$ cat src/rtl/mrs16_pkg.sv
// Types, constants and codes of the 16-bit instruction step unit.
package mrs16_pkg;

  localparam int XLEN       = 32;
  localparam int PC_W       = 12;
  localparam int LEN_W      = 13;
  localparam int NUM_REGS   = 8;
  localparam int REG_AW     = $clog2(NUM_REGS);
  localparam int IMM_W      = 6;
  // Data memory depth; a power of two, so the address wraps by masking.
  localparam int DATA_DEPTH = 256;
  localparam int DADDR_W    = $clog2(DATA_DEPTH);
  localparam int MADDR_W    = 8;
  localparam int CFG_AW     = 3;

  localparam logic [3:0] OP_RTYPE = 4'd0;
  localparam logic [3:0] OP_JUMP  = 4'd2;
  localparam logic [3:0] OP_LW    = 4'd4;
  localparam logic [3:0] OP_SW    = 4'd5;
  localparam logic [3:0] OP_ADDI  = 4'd8;
  localparam logic [3:0] OP_BEQ   = 4'd9;

  localparam logic [2:0] FN_ADD = 3'd0;
  localparam logic [2:0] FN_SUB = 3'd1;
  localparam logic [2:0] FN_AND = 3'd2;
  localparam logic [2:0] FN_OR  = 3'd3;

  localparam logic ACT_EXEC = 1'b0;
  localparam logic ACT_BACK = 1'b1;

  // Register index as seen in bit 2 of the byte address.
  localparam logic CFG_IDX_PROG_LEN = 1'b0;

  typedef struct packed {
    logic        action;
    logic [15:0] instruction_word;
  } in_word_t;

  typedef struct packed {
    logic                   executed;
    logic [PC_W-1:0]        next_pc;
    logic                   reg_written;
    logic [REG_AW-1:0]      reg_index;
    logic signed [XLEN-1:0] reg_value;
    logic                   mem_written;
    logic [MADDR_W-1:0]     mem_address;
    logic signed [XLEN-1:0] mem_value;
    logic                   program_done;
  } out_word_t;

  typedef struct packed {
    out_word_t          res;
    logic               save_prev;
    logic               is_load;
    logic [DADDR_W-1:0] mem_idx;
  } exec_t;

  typedef struct packed {
    logic              re;
    logic [REG_AW-1:0] rs;
    logic [REG_AW-1:0] rt;
  } rf_rd_t;

  typedef struct packed {
    logic              we;
    logic [REG_AW-1:0] idx;
    logic [XLEN-1:0]   data;
  } rf_wr_t;

endpackage

$ cat src/rtl/mrs16_exec.sv
// Decode and execute of one instruction word against the current state.
module mrs16_exec (
  input  mrs16_pkg::in_word_t             word,
  input  logic [mrs16_pkg::PC_W-1:0]      pc,
  input  logic [mrs16_pkg::PC_W-1:0]      prev_pc,
  input  logic                            prev_valid,
  input  logic [mrs16_pkg::LEN_W-1:0]     prog_len,
  input  logic [mrs16_pkg::XLEN-1:0]      op_a,
  input  logic [mrs16_pkg::XLEN-1:0]      op_b,
  output mrs16_pkg::exec_t                ex
);
  import mrs16_pkg::*;

  logic [3:0]        op;
  logic [REG_AW-1:0] rt, rd;
  logic [2:0]        funct;
  logic [IMM_W-1:0]  imm;
  logic [XLEN-1:0]   imm_x, sum, alu;
  logic [PC_W-1:0]   pc_inc;
  logic [XLEN-1:0]   idx_x;

  assign op     = word.instruction_word[15:12];
  assign rt     = word.instruction_word[8:6];
  assign rd     = word.instruction_word[5:3];
  assign funct  = word.instruction_word[2:0];
  assign imm    = word.instruction_word[IMM_W-1:0];
  assign imm_x  = XLEN'(imm);
  assign sum    = op_a + imm_x;
  assign pc_inc = pc + 1'b1;
  assign idx_x  = XLEN'(sum[DADDR_W-1:0]);

  always_comb begin
    case (funct)
      FN_ADD:  alu = op_a + op_b;
      FN_SUB:  alu = op_a - op_b;
      FN_AND:  alu = op_a & op_b;
      FN_OR:   alu = op_a | op_b;
      default: alu = '0;
    endcase
  end

  always_comb begin
    ex             = '0;
    ex.res.next_pc = pc;
    if (word.action == ACT_BACK) begin
      if (prev_valid) begin
        ex.res.executed = 1'b1;
        ex.res.next_pc  = prev_pc;
      end
    end else if ({1'b0, pc} < prog_len) begin
      ex.res.executed = 1'b1;
      ex.save_prev    = 1'b1;
      ex.res.next_pc  = pc_inc;
      case (op)
        OP_RTYPE: begin
          ex.res.reg_written = 1'b1;
          ex.res.reg_index   = rd;
          ex.res.reg_value   = $signed(alu);
        end
        OP_JUMP: begin
          ex.res.next_pc = word.instruction_word[PC_W-1:0];
        end
        OP_ADDI: begin
          ex.res.reg_written = 1'b1;
          ex.res.reg_index   = rt;
          ex.res.reg_value   = $signed(sum);
        end
        OP_BEQ: begin
          if (op_a == op_b) ex.res.next_pc = pc_inc + PC_W'(imm);
        end
        OP_LW: begin
          // The value comes from the registered memory read port in the following cycle.
          ex.is_load         = 1'b1;
          ex.mem_idx         = sum[DADDR_W-1:0];
          ex.res.mem_address = idx_x[MADDR_W-1:0];
          ex.res.reg_written = 1'b1;
          ex.res.reg_index   = rt;
        end
        OP_SW: begin
          ex.mem_idx         = sum[DADDR_W-1:0];
          ex.res.mem_address = idx_x[MADDR_W-1:0];
          ex.res.mem_written = 1'b1;
          ex.res.mem_value   = $signed(op_b);
        end
        default: begin
        end
      endcase
    end
    ex.res.program_done = ({1'b0, ex.res.next_pc} >= prog_len);
  end

endmodule

$ cat config.mk
export PLATFORM = sky130hd
export DESIGN_NAME = mrs16_exec
export DESIGN_NICKNAME = d
export VERILOG_FILES = /design/src/rtl/mrs16_pkg.sv /design/src/rtl/mrs16_exec.sv
export SDC_FILE = /design/constraint.sdc
export NUM_CORES = 1
export LEC_CHECK = 0
export BUFFER_PORTS_ARGS = -buffer_cell sky130_fd_sc_hd__buf_2
export CORE_AREA = 2 2 98 195
export DETAILED_ROUTE_END_ITERATION = 8
export DIE_AREA = 0 0 100 197
export GPL_ROUTABILITY_DRIVEN = 0
export PLACE_DENSITY = 0.69
export SETUP_SLACK_MARGIN = 0.05
export SLEW_MARGIN = 20
export SYNTH_ARGS = -nofsm -noshare
export SYNTH_HDL_FRONTEND = slang
export SYNTH_SLANG_ARGS = --single-unit
export TNS_END_PERCENT = 50
$ cat constraint.sdc
create_clock -name vclk -period 4.9
set_clock_uncertainty 0.15 [all_clocks]
set_input_delay 0 -clock vclk [all_inputs]
set_output_delay 0 -clock vclk [all_outputs]
set_load 0.005 [all_outputs]
# Word level (Yosys, flattened, before mapping)
# Cells that the tools add are included.
# totals
ff_bits,0
in_bits,119
out_inout_bits,101
word_cells,37
# classes
add_sub_neg,5
magnitude_cmp,2
eq_ne,9
mux,15
bitwise,2
n_reduce_logical,4
# ops
cell,count
$pmux W32 S4,1
$mux W90,1
$mux W77,1
$pmux W32 S2,1
$add A32 B32 Y32,1
$add A32 B6 Y32,1
$and A32 B32 Y32,1
$eq A32 B32 Y1,1
$mux W32,1
$or A32 B32 Y32,1
$sub A32 B32 Y32,1
$mux W13,2
$pmux W12 S2,1
$mux W10,2
$ge A12 B13 Y1,1
$lt A12 B13 Y1,1
$add A12 B1 Y12 const B,1
$add A12 B6 Y12,1
$mux W12,1
$eq A4 B3 Y1 const B,2
$eq A4 B4 Y1 const B,2
$mux W8,1
$pmux W4 S2,1
$eq A3 B2 Y1 const B,2
6 further kinds,8

# Depth between registers and ports, before layout
# depth
ltp_word,7
mapped_depth,21
depth_no_buf,20

# Worst setup path before layout
# Ideal clock, no wire load.
# synth_timing
path_kind,in2out
start,input port op_a[16] in the netlist's numbering
end,output port ex[10] in the netlist's numbering
t_arrival_ns,3.574
required_time_ns,4.750
path_slack_ns,1.176
cell_stages,20
path_buffers,0
cell_sequence,inv_1 > ha_1 > or4_4 > nor4_4 > nand4_4 > nand2_1 > nand2_1 > a222oi_1 > nor2_1 > a21oi_1 > o21ai_0 > ha_1 > a21o_1 > a21o_1 > a21o_1 > a21oi_1 > nor2b_1 > o21ai_0 > a21oi_1 > o221a_2
# synth_lines
element,line_no,rtl
"start, declared",mrs16_exec.sv:8,"input logic [mrs16_pkg::XLEN-1:0] op_a,"
"end, declared",mrs16_exec.sv:10,output mrs16_pkg::exec_t ex

==> key figures <==
Route
  • Drt via density: 6.27
  • Antenna-violating nets left: 0
  • WL per Instance: 20.5 um
  • Drt drc: 0
  • 1st-iter DRT viols: 842
  • Final wirelength: 33100 um
  • Pre-antenna DRT Iters: 6
  • Vias: 10100

STA
  • Final WS setup: 443 ps
  • RSZ-0062 raised after global routing: false
  • Slew margin rel.: 29.0%
  • Final min period: 4460 ps
  • Hold Vio Cnt, Final: 0
  • Fin crit share: 91.0%
  • Final slew viol count: 0
  • Hold Slack: 183 ps
  • Setup TNS: 0 ps
  • Final setup viols: 0
  • Pin slew with the least headroom to its limit: 1050 ps
  • Maximum achievable frequency: 0.224 GHz

Setup path
  • Required @ worst endpoint: 4750 ps
  • Largest stage delay on the critical path: 580 ps
  • Crit path max-delay cell type: or4_4
  • Peak fanout along the critical path: 5
  • Worst setup path category: in2out
  • Worst EP arrival: 4310 ps
  • Startpoint Class: input port
  • CP Cell Sequence: buf_2, inv_1, ha_1, or4_4, nor4_4, nand4_4, nand2_1, nand2_1, a222oi_1, nor2_1, a21oi_1, o21ai_0, ha_1, a21o_1, a21o_1, a21o_1, a21oi_1, nor2b_1, o21ai_0, a21oi_1, o221a_2, buf_2
  • Crit. End Element: primary output
  • Delay-heaviest family, CP: compound AO/OA/AOI/OAI gates
  • Crit path buf inv count: 3

Power
  • Pwr dens: 102 nW/um^2
  • Peak VDD IR: 0.0000454 V
  • Leak Pwr: 4.78 nW

Die
  • Core Rows: 70
  • Die Span X: 100 um
  • Die Ht: 197 um
  • Core Footprint: 18200 sq um
  • Initial core utilization: 44.2%
  • I/O pin count: 220
  • Die area: 19700 sq um

GRT
  • First-pass GRT wire length: 49800 um
  • GRT Util Overall: 31.7%
  • Vias in the first global route: 9756
  • Initial antenna violation count: 0
  • Grt total ovfl: 0
  • Largest net degree at the start of global routing: 86

Synthesis
  • Synth top area share: 20.7%
  • Synth warn: 0
  • Cell taking the most area after synthesis: ha_1
  • Synthesized Nets: 1477
  • Mean post-synth cell area: 6.59 sq um
  • Synth top cells by count: ha_1, nor2_1, inv_1
  • Syn Inst Count: 1221
  • Most common cell in the netlist: ha_1
  • Cell variety after synth: 83
  • Seq/Total Area, Yosys: 0%
  • Mapped Area: 8040 sq um
  • Ranking of synthesized cells by area: ha_1, a21oi_1, xnor2_1

Cells and area
  • Post-layout nets: 1659
  • Share of layout cells above drive strength 1: 20.6%
  • CLK BUF: 0
  • Final Cell Area: 9350 sq um
  • Reg area: 0 sq um
  • Syn-to-layout area delta: 16.2%
  • # diodes: 0
  • FF+latch count: 0

Clock tree
  • Post-CTS sizing: 0
  • # hold bufs at CTS: 0
  • Post-CTS setup buffers: 0

Min path
  • Min-delay worst type: in2out
  • Hold Crit Start: op_b[6]
  • Hold Path Sink: ex[17]
  • Hold path cells: 3

Placement
  • DP Area: 9350 sq um
  • Hpwl dp: 27000 um
  • Port Buffer Count: 220
  • Post-Place Setup Slack: 492 ps

Run status
  • Status: finished, final reports clean

Job
  • Max cap viols: 0
[area by class of cell]
type / count / area, sq um
inverter: 119 / 447
timing repair buffer: 254 / 1360
fill: 1955 / 8870
multi-input combinational: 1028 / 7270
tap: 216 / 270
[how the worst max path moves through the flow]
stage	startpoint	end	slack [ps]	depth (start not counted)
floorplan	op_a[16]	ex[10]	1180	20
detailed placement	op_a[1]	ex[10]	490	22
CTS	op_a[1]	ex[10]	490	22
global placement	op_a[1]	ex[10]	630	22
finish	op_a[16]	ex[10]	440	22
global route	op_a[1]	ex[10]	170	22
[metal layers]
metal,up-vias,share of wire [%],GRT usage (%)
met5,-,0,0
met4,0,9.6,25.6
met3,200,6.8,3.62
met2,573,52,60.5
met1,4611,32,29.3
li1,4751,-,-
[stage by stage]
step | total power [mW] | cells | util, %
after floorplan | 0.620 | 1221 | -
after global placement | 0.920 | 1617 | 51.3
after detailed placement | 0.931 | 1617 | 51.3
after CTS | 0.936 | 1617 | 51.3
after global routing | 1.04 | 1617 | 51.3
final | 0.957 | 1617 | 51.3
[kinds of logic after synthesis]
group / Yosys count / synth area share (%)
simple gates: 412 / 25.9
fa+ha+maj: 137 / 21.7
buf+inv: 193 / 9.74
xor+xnor: 70 / 7.62
compound gates: 380 / 31.1
mux: 29 / 3.94
[layout by cell type, fill, tap and decap left out, types with 34 or more instances in the layout]
cell type  Yosys  layout
a21oi_1      107     107
and3_1        40      40
buf_2         11     220
buf_4          8      34
ha_1         133     133
inv_1        117     117
nand2_1       91      91
nor2_1       127     127
o21ai_0       71      71
xnor2_1       57      57
[power breakdown]
part           switching, mW  total [mW]  internal [mW]
Combinational          0.582       0.957          0.375
Sequential                 0           0              0
Clock                      0           0              0
Total                  0.582       0.957          0.375
Note: power is estimated with default switching activity, not from simulation.
