<file path="config.mk">
export PLATFORM = sky130hd
export DESIGN_NAME = mrs16_regfile
export DESIGN_NICKNAME = d
export VERILOG_FILES = /design/src/rtl/mrs16_pkg.sv /design/src/rtl/mrs16_regfile.sv
export SDC_FILE = /design/constraint.sdc
export NUM_CORES = 1
export LEC_CHECK = 0
export BUFFER_PORTS_ARGS = -buffer_cell sky130_fd_sc_hd__buf_2
export CAP_MARGIN = 10
export CORE_MARGIN = 10
export CORE_UTILIZATION = 50
export CTS_CLUSTER_SIZE = 8
export DETAILED_ROUTE_END_ITERATION = 6
export HOLD_SLACK_MARGIN = 0.05
export PLACE_DENSITY = 0.69
export SYNTH_ARGS = -nofsm -noshare
export SYNTH_HDL_FRONTEND = slang
export SYNTH_SLANG_ARGS = --single-unit
export TNS_END_PERCENT = 30
</file>
<file path="constraint.sdc">
create_clock -name clk -period 3.2 [get_ports clk]
set_input_delay 0.8 -clock clk [delete_from_list [all_inputs] [get_ports clk]]
set_output_delay 0.8 -clock clk [all_outputs]
set_load 0.005 [all_outputs]
</file>
<file path="src/rtl/mrs16_pkg.sv">
// Types, constants and codes of the 16-bit instruction step unit.
package mrs16_pkg;

  localparam int XLEN       = 32;
  localparam int PC_W       = 12;
  localparam int LEN_W      = 13;
  localparam int NUM_REGS   = 8;
  localparam int REG_AW     = $clog2(NUM_REGS);
  localparam int IMM_W      = 6;
  // Data memory depth; a power of two, so the address wraps by masking.
  localparam int DATA_DEPTH = 256;
  localparam int DADDR_W    = $clog2(DATA_DEPTH);
  localparam int MADDR_W    = 8;
  localparam int CFG_AW     = 3;

  localparam logic [3:0] OP_RTYPE = 4'd0;
  localparam logic [3:0] OP_JUMP  = 4'd2;
  localparam logic [3:0] OP_LW    = 4'd4;
  localparam logic [3:0] OP_SW    = 4'd5;
  localparam logic [3:0] OP_ADDI  = 4'd8;
  localparam logic [3:0] OP_BEQ   = 4'd9;

  localparam logic [2:0] FN_ADD = 3'd0;
  localparam logic [2:0] FN_SUB = 3'd1;
  localparam logic [2:0] FN_AND = 3'd2;
  localparam logic [2:0] FN_OR  = 3'd3;

  localparam logic ACT_EXEC = 1'b0;
  localparam logic ACT_BACK = 1'b1;

  // Register index as seen in bit 2 of the byte address.
  localparam logic CFG_IDX_PROG_LEN = 1'b0;

  typedef struct packed {
    logic        action;
    logic [15:0] instruction_word;
  } in_word_t;

  typedef struct packed {
    logic                   executed;
    logic [PC_W-1:0]        next_pc;
    logic                   reg_written;
    logic [REG_AW-1:0]      reg_index;
    logic signed [XLEN-1:0] reg_value;
    logic                   mem_written;
    logic [MADDR_W-1:0]     mem_address;
    logic signed [XLEN-1:0] mem_value;
    logic                   program_done;
  } out_word_t;

  typedef struct packed {
    out_word_t          res;
    logic               save_prev;
    logic               is_load;
    logic [DADDR_W-1:0] mem_idx;
  } exec_t;

  typedef struct packed {
    logic              re;
    logic [REG_AW-1:0] rs;
    logic [REG_AW-1:0] rt;
  } rf_rd_t;

  typedef struct packed {
    logic              we;
    logic [REG_AW-1:0] idx;
    logic [XLEN-1:0]   data;
  } rf_wr_t;

endpackage

</file>
<file path="src/rtl/mrs16_regfile.sv">
// Register file with registered operand outputs that follow later writes.
module mrs16_regfile (
  input  logic                            clk,
  input  logic                            rst_n,
  input  mrs16_pkg::rf_rd_t               rd,
  input  mrs16_pkg::rf_wr_t               wr,
  output logic [mrs16_pkg::XLEN-1:0]      op_a,
  output logic [mrs16_pkg::XLEN-1:0]      op_b
);
  import mrs16_pkg::*;

  logic [XLEN-1:0]   regs_r [NUM_REGS];
  logic [XLEN-1:0]   a_r, a_nxt, b_r, b_nxt;
  logic [REG_AW-1:0] a_idx_r, b_idx_r;

  always_ff @(posedge clk) begin
    if (!rst_n) begin
      for (int i = 0; i < NUM_REGS; i++) begin
        regs_r[i] <= '0;
      end
    end else if (wr.we) begin
      regs_r[wr.idx] <= wr.data;
    end
  end

  // A fresh read sees a write of the same edge; a held operand picks up any
  // write to its register that lands while the word waits to execute.
  always_comb begin
    a_nxt = a_r;
    b_nxt = b_r;
    if (rd.re) begin
      a_nxt = (wr.we && wr.idx == rd.rs) ? wr.data : regs_r[rd.rs];
      b_nxt = (wr.we && wr.idx == rd.rt) ? wr.data : regs_r[rd.rt];
    end else begin
      if (wr.we && wr.idx == a_idx_r) a_nxt = wr.data;
      if (wr.we && wr.idx == b_idx_r) b_nxt = wr.data;
    end
  end

  always_ff @(posedge clk) begin
    a_r <= a_nxt;
    b_r <= b_nxt;
    if (rd.re) begin
      a_idx_r <= rd.rs;
      b_idx_r <= rd.rt;
    end
  end

  assign op_a = a_r;
  assign op_b = b_r;

endmodule

</file>
After elaboration in Yosys (flattened, before gate mapping)
Memories as Yosys holds them, arrays and structs flattened.
Index checks and enable logic that the tools add are counted.
{"block": "word_totals", "register_bits": 70, "mem_bits_rw": 256, "inputBits": 45, "output_inout_bits": 64, "elab_cells": 29, "memories": 1}
{"block": "classes", "n_eq_ne": 4, "mux": 13, "n_reduce_logical": 7}
{"memory": "regs_r", "words": 8, "width": 32, "rd": 2, "rd_ports_with_merged_regs": 0, "write_ports": 8, "line_no": "mrs16_regfile.sv:12", "source": "logic [XLEN-1:0] regs_r [NUM_REGS];"}
{"operator": "two-way mux 32 bit", "count": 7}
{"operator": "OR reduction 32 bit", "count": 1}
{"operator": "== test 3 bit", "count": 4}
{"operator": "two-way mux 1 bit", "count": 5}
{"operator": "logical AND 1 bit", "count": 4}
{"operator": "nonzero test 2 bit", "count": 2}
{"operator": "two-way mux 3 bit", "count": 1}

Depth between registers and ports, before layout
Gate-level depths: netlist of run 1.
{"block": "depth", "word_depth": 5, "depth_mapped": 5, "depth_no_buf": 3}

Worst setup path before layout of run 1
OpenSTA, ideal clock, no wires.
{"block": "synth_timing", "kind": "in2reg", "from": "input rst_n", "to": "memory regs_r[5][0], enable pin", "setup_time_ns": 0.425, "arrival_time_ns": 2.770, "t_required_ns": 2.775, "slack_ns": 0.004, "cell_stages": 3, "n_path_buf": 1, "path_cell_list": "clkbuf_1 -> nand3_1 -> o21ai_1"}
{"element": "start, declared", "line_no": "mrs16_regfile.sv:4", "source": "input logic rst_n,"}
{"element": "end, declared", "line_no": "mrs16_regfile.sv:12"}

Final worst setup path of run 1
{"block": "layout_timing", "from": "input rd[0] in the netlist's numbering", "to": "register b_r[16] (netlist: op_b[16]), data pin"}
{"block": "layout_via", "elab_chain_len": 4, "elab_cells_between_ends": 5, "cone_classes": "eq/ne: 1; mux: 2; reduce/logical: 1; memory: 1"}
{"element": "start, declared", "line_no": "mrs16_regfile.sv:5", "source": "input mrs16_pkg::rf_rd_t rd,"}
{"element": "parallel branches: the longest is 2 deep, another holds memory read (8 x 32 bit)"}
{"element": "two-way mux 32 bit *", "line_no": "mrs16_regfile.sv:33", "source": "b_nxt = (wr.we && wr.idx == rd.rt) ? wr.data : regs_r[rd.rt];"}
{"element": "two-way mux 32 bit *", "line_no": "mrs16_regfile.sv:31", "source": "if (rd.re) begin"}
{"element": "net b_nxt[16]", "line_no": "mrs16_regfile.sv:13", "source": "logic [XLEN-1:0] a_r, a_nxt, b_r, b_nxt;"}
{"element": "end signal, assigned", "line_no": "mrs16_regfile.sv:42", "source": "b_r <= b_nxt;"}
{"element": "end, declared", "line_no": "mrs16_regfile.sv:13"}
Mark *: on every way through the listed nets, which the timed path passes.
A chain may end at the register's enable or synchronous reset.

==> results.json, run 1 <==
{
  "gr-total-overflow": 0,
  "crit_slowest_cell": "mux2_2",
  "die_w_um": 202,
  "row_count": 66,
  "fp.dieH_um": 202,
  "worst_pin_slew_ps": 564,
  "critical_path_class": "input pin to flop",
  "avgRoutedWirePerCell_um": 28.4,
  "arrival_ps": 2460,
  "drv_cap": 0,
  "cts_tree": "built",
  "synth-async-reset-ratio_pct": 0,
  "grt_start_max_net_pins": 41,
  "ys_top_cells_by_area": "edfxtp_1, mux4_2, and2_1",
  "cp-end-kind": "flop",
  "synth_top_area_share_pct": 59.3,
  "drive_above_1_share_pct": 43.3,
  "finish.utilization_pct": 58.9,
  "skew_ps": 12.4,
  "vias_per_cell": 6.06,
  "synth_area_leader_cell": "edfxtp_1",
  "yosys.cell_types.count": 22,
  "power.total_uw": 10800,
  "power_density_nw_per_um2": 562,
  "drtIter0Drc": 891,
  "critical-path-top-delay-family": "buffers and inverters",
  "path_clk_slew_ps": 50,
  "cts.htree.levels": 2,
  "period_needed_ps": 2190,
  "clk_path_buf_depth": 3,
  "setup_viol": 0,
  "route.vias.total": 9311,
  "met2_usage_pct": 35.4,
  "hold_viol": 0,
  "syn-mean-instance-area_um2": 17.4,
  "path_cells": "buf_4 > buf_12 > xnor2_1 > a41oi_4 > buf_4 > mux2_2",
  "ctsResizeCount": 0,
  "synthesis.nets": 991,
  "met1_usage_pct": 28.5,
  "ys_seq_area_share_pct": 59.3,
  "core_region_area_um2": 32500,
  "cts_root_buf": "clkbuf_16",
  "antenna_found_initial": 3,
  "cp_max_fo": 25,
  "grt_pass1_vias": 9901,
  "clkLatencyLatePin_ps": 540,
  "num_io_pins": 109,
  "cp_common_cell": "buf_4",
  "max_freq_ghz": 0.457,
  "path_buf_inv": 3,
  "syn_inst": 946,
  "ys_ff_latch": 326,
  "drtPass1Iterations": 5,
  "finalNetCount": 1134,
  "critPathRequiredTime_ps": 3480,
  "worstSetupStartpointType": "input pin",
  "place_congestion": 0.763,
  "ctsHoldBuffers": 0,
  "fin_crit_sh_pct": 68.3,
  "grt_usage_pct": 21.5,
  "p_leak_uw": 0.00684,
  "grt_busiest_layer": "met2",
  "slew_headroom_pct": 62.4,
  "area_growth_pct": 16.1,
  "max_stage_delay_ps": 380,
  "numCtsBuffers": 46,
  "die-area_um2": 40700,
  "rsz0062_at_grt": "no",
  "wl_um": 43600,
  "dp_hpwl_um": 25700,
  "grt_pass1_wl_um": 65600,
  "timing.setup.tns_ps": 0,
  "drcViolationCount": 0,
  "synth_edf_count": 326,
  "ys.flop_type": "edfxtp_1",
  "vdd_drop_max_uv": 362,
  "grtUsageMet3_pct": 4.06,
  "syn-cell-area_um2": 16500,
  "cts.sinks": 326,
  "post-synth-top-count-cell": "edfxtp_1",
  "portBuffers": 108,
  "min_path_type": "input pin to flop",
  "yosys_warnings": 0,
  "post_cts_buffers": 0,
  "ant_nets": 0,
  "start_util_pct": 50.7,
  "drv_slew": 0,
  "status": "complete, no violations",
  "synth_common_cells": "edfxtp_1, and2_1, mux2_2"
}
==> metal layers <==
metal	wire length, um	vias up
met5	0	-
met4	964	0
met3	3030	66
met2	21600	386
met1	18000	4887
li1	-	3972
==> flip-flops by register name, indices dropped and copies added, names as in the netlist <==
register / count
op_b: 32
b_idx_r: 3
a_idx_r: 3
regs_r: 256
op_a: 32
==> per-stage QoR <==
| step | area, um2 | cells | setup WS [ps] | hold WS [ps] |
|---|---|---|---|---|
| after CTS | 19200 | 1533 | 994 | 620 |
| after detailed placement | 17900 | 1483 | 443 | 901 |
| after floorplan | 16500 | 946 | 4.50 | 858 |
| after global routing | 19200 | 1534 | 958 | 628 |
| after global placement | 17900 | 1483 | 468 | 871 |
| final | 19200 | 1536 | 1010 | 631 |
==> final timing paths <==
kind                  from          to  slack, ps  cells past startpoint
min reg2reg   regs_r[3][2]     op_b[2]        910                      3
max reg2reg  regs_r[1][22]    op_a[22]       1480                      3
max                  rd[0]    op_b[16]       1010                      6
min                  rd[6]  b_idx_r[0]        630                      1
==> cells by family (layout without fill, tap and decap cells) <==
kind of cell           count (synthesis)  count (layout)  share of synthesized area (%)
flip-flops                           326             326                           59.3
XOR/XNOR                              12              12                          0.637
multiplexers                         256             256                           27.0
AO/OA/AOI/OAI                         10              10                          0.500
other                                  0               3                              0
AND/OR/NAND/NOR                      271             271                           10.2
buffers and inverters                 71             216                           2.40
==> cells in the final DEF, fill, tap and decap left out, types with 6 or more instances in the layout <==
cell type,Yosys,layout
nor2_2,0,6
edfxtp_1,326,326
clkbuf_16,0,49
mux4_2,110,110
buf_4,0,46
mux4_1,18,18
buf_12,0,13
xnor2_1,12,12
buf_2,14,106
o21ai_4,0,6
mux2_2,111,111
mux2_4,17,17
and2_1,256,256
==> layout make-up <==
type,count,area [um2]
clock inverters,1,3.75
inverters,1,3.75
multi-input cells,549,6440
well taps,442,553
repair buffers,165,1140
flip-flops and latches,326,9790
clock buffers,49,1230
diodes,3,7.51
fillers,2506,13400
==> power by group <==
part	internal (uW)	switching, uW	leakage (uW)
logic	653	602	0.00310
clock network	2650	1670	0.000605
registers	5060	136	0.00314
total	8360	2410	0.00684
No activity file was read; power rests on OpenSTA's default activity.
==> run 2: changes to the inputs <==
ABC_AREA = 1   (was unset)
PLACE_DENSITY = 0.67   (was 0.69)
clock period = 2.2 ns   (was 3.2 ns; I/O delays follow)
==> run 2 against run 1 <==
Effect of this change:
- worst setup slack got worse by 520 ps
- cell count rose by 51%
- clock skew barely moved
- via count rose by 47%
- global-route usage increased by 2.8 points
- largest cell class unchanged
==> results.json, run 2 <==
{
  "ys_seq_area_share_pct": 57.8,
  "status": "complete, no violations",
  "avgRoutedWirePerCell_um": 22.0,
  "yosys_warnings": 0,
  "place_area_um2": 18100,
  "grt_start_max_net_pins": 153,
  "start_util_pct": 50.6,
  "setup_viol": 0,
  "ctsHoldBuffers": 0,
  "fp.dieH_um": 204,
  "regMostFlops": "regs_r",
  "vdd_drop_max_uv": 527,
  "synth_common_cells": "nand2_1, edfxtp_1, nor2_1",
  "fillCellCount": 2859,
  "antenna_cells": 0,
  "die_w_um": 204,
  "arrival_ps": 2130,
  "finalNetCount": 1912,
  "final_cell_count_no_fill": 2318,
  "hold_viol": 0,
  "cts.sinks": 326,
  "route.vias.total": 13733,
  "critical_path_class": "input pin to flop",
  "place_congestion": 0.839,
  "syn-mean-instance-area_um2": 9.48,
  "fin_area_um2": 19300,
  "ys.flop_type": "edfxtp_1",
  "pre_cts_slack_ps": -48.1,
  "cts_tree": "built",
  "grt_pass1_wl_um": 77300,
  "seqPwrFrac_pct": 47.7,
  "numCtsBuffers": 46,
  "yosys.cell_types.count": 21,
  "critPathRequiredTime_ps": 2620,
  "drtPass1Iterations": 6,
  "setup_ws_ps": 489,
  "clkLatencyLatePin_ps": 560,
  "switching_share_pct": 25.4,
  "slew_headroom_pct": 35.7,
  "dp_hpwl_um": 27800,
  "seqCellArea_um2": 9790,
  "finish.utilization_pct": 57.6,
  "portBuffers": 108,
  "num_io_pins": 109,
  "synthesis.nets": 1831,
  "ys_ff_latch": 326,
  "syn-cell-area_um2": 16900,
  "power.total_uw": 15700,
  "worstSetupStartpointType": "input pin",
  "ctsResizeCount": 0,
  "ys_top_cells_by_area": "edfxtp_1, o211ai_1, nand2_1",
  "drive_above_1_share_pct": 14.8,
  "grt_usage_pct": 24.2,
  "vias_per_cell": 5.92,
  "skew_ps": 12.6,
  "switching_power_uw": 3990,
  "synth_edf_count": 326,
  "worst_pin_slew_ps": 962,
  "cts.htree.levels": 2,
  "post_cts_buffers": 0,
  "intPower_uw": 11700,
  "drv_cap": 0,
  "drv_slew": 0,
  "cp_max_fo": 18,
  "max_freq_ghz": 0.584,
  "cp-end-kind": "flop",
  "antenna_found_initial": 0,
  "rsz0062_at_grt": "no",
  "final_cell_mix": "nand2_1, edfxtp_1, nor2_1",
  "power_density_nw_per_um2": 814,
  "path_clk_slew_ps": 50,
  "drcViolationCount": 0,
  "wl_um": 51000,
  "dp_cells": 2267,
  "clkPwrFrac_pct": 40.0,
  "cts_root_buf": "clkbuf_16",
  "gr-total-overflow": 0,
  "p_leak_uw": 0.00785,
  "die-area_um2": 41600,
  "post-synth-top-count-cell": "nand2_1",
  "multi_input_area_um2": 5780,
  "pwr-share-comb_pct": 12.3,
  "fin_crit_sh_pct": 77.8,
  "drtIter0Drc": 1502,
  "period_needed_ps": 1710,
  "clk_path_buf_depth": 3,
  "syn_inst": 1786,
  "row_count": 67,
  "min_path_type": "input pin to flop",
  "ant_nets": 0,
  "core_region_area_um2": 33400,
  "grt_pass1_vias": 13332,
  "area_growth_pct": 13.9,
  "synth-async-reset-ratio_pct": 0,
  "largest_reg_flops": 256,
  "synth_top_area_share_pct": 57.8,
  "synth_area_leader_cell": "edfxtp_1",
  "final_common_cell": "nand2_1"
}
==> run 2: cell count changes after synthesis, sizes merged, moves of 18 or more <==
cell / delta
a21oi: +18
and2: -256
buf: +78
inv: +171
mux2: -128
mux4: -128
nand2: +405
nand3: +195
nor2: +259
o211ai: +240
==> run 2: final cells by class <==
| class | instances | area share, % |
|---|---|---|
| multi-input cells | 1151 | 30.0 |
| clock inverters | 2 | 0.169 |
| well taps | 448 | 2.91 |
| repair buffers | 170 | 6.65 |
| clock buffers | 49 | 6.14 |
| flip-flops and latches | 326 | 50.8 |
| inverters | 172 | 3.35 |
==> run 2: logic make-up (layout without fill, tap and decap cells) <==
group / after synthesis / after routing / share of synthesized area, %
AOI/OAI and AO/OA: 280 / 280 / 12.1
buffers and inverters: 309 / 393 / 8.16
DFF: 326 / 326 / 57.8
and+or+nand+nor: 871 / 871 / 21.9
==> run 2: power groups by stage <==
stage | Combinational [uW] | Sequential [uW] | Clock (uW)
floorplan | 1160 | 7590 | 0
global placement | 1880 | 7590 | 0
detailed placement | 1920 | 7600 | 0
CTS | 1930 | 7490 | 6310
global route | 2120 | 7530 | 6560
finish | 1930 | 7490 | 6270
==> run 2: worst max-delay path: stages <==
cell and delay (ps):
buf_2 120, inv_2 90, a21oi_2 60, nand2_2 100
nor2_2 60, nor2_4 720, buf_4 290, nand3_1 80
nand2_1 70
==> run 2: routing by layer <==
metal  share of wire (%)  global-route usage (%)  up-vias
li1                    -                       -     6312
met1                  39                    31.6     6542
met2                  48                    39.9      769
met3                  11                    4.98      110
met4                 2.4                    7.59        0
met5                   0                       0        -
==> run 2: path summary, 6_finish.rpt <==
path / cells after the start / slack (ps) / to / startpoint
max: 9 / 490 / op_a[6] / wr[33]
min: 1 / 180 / b_idx_r[0] / rd[0]
min reg2reg: 4 / 720 / op_a[8] / regs_r[6][8]
max reg2reg: 4 / 730 / op_a[19] / a_idx_r[2]
==> run 2: through the flow <==
step	hold WS (ps)	setup TNS [ps]
floorplan	648	-41840
global placement	679	-374
detailed placement	698	-304
CTS	173	0
global route	178	0
finish	177	0
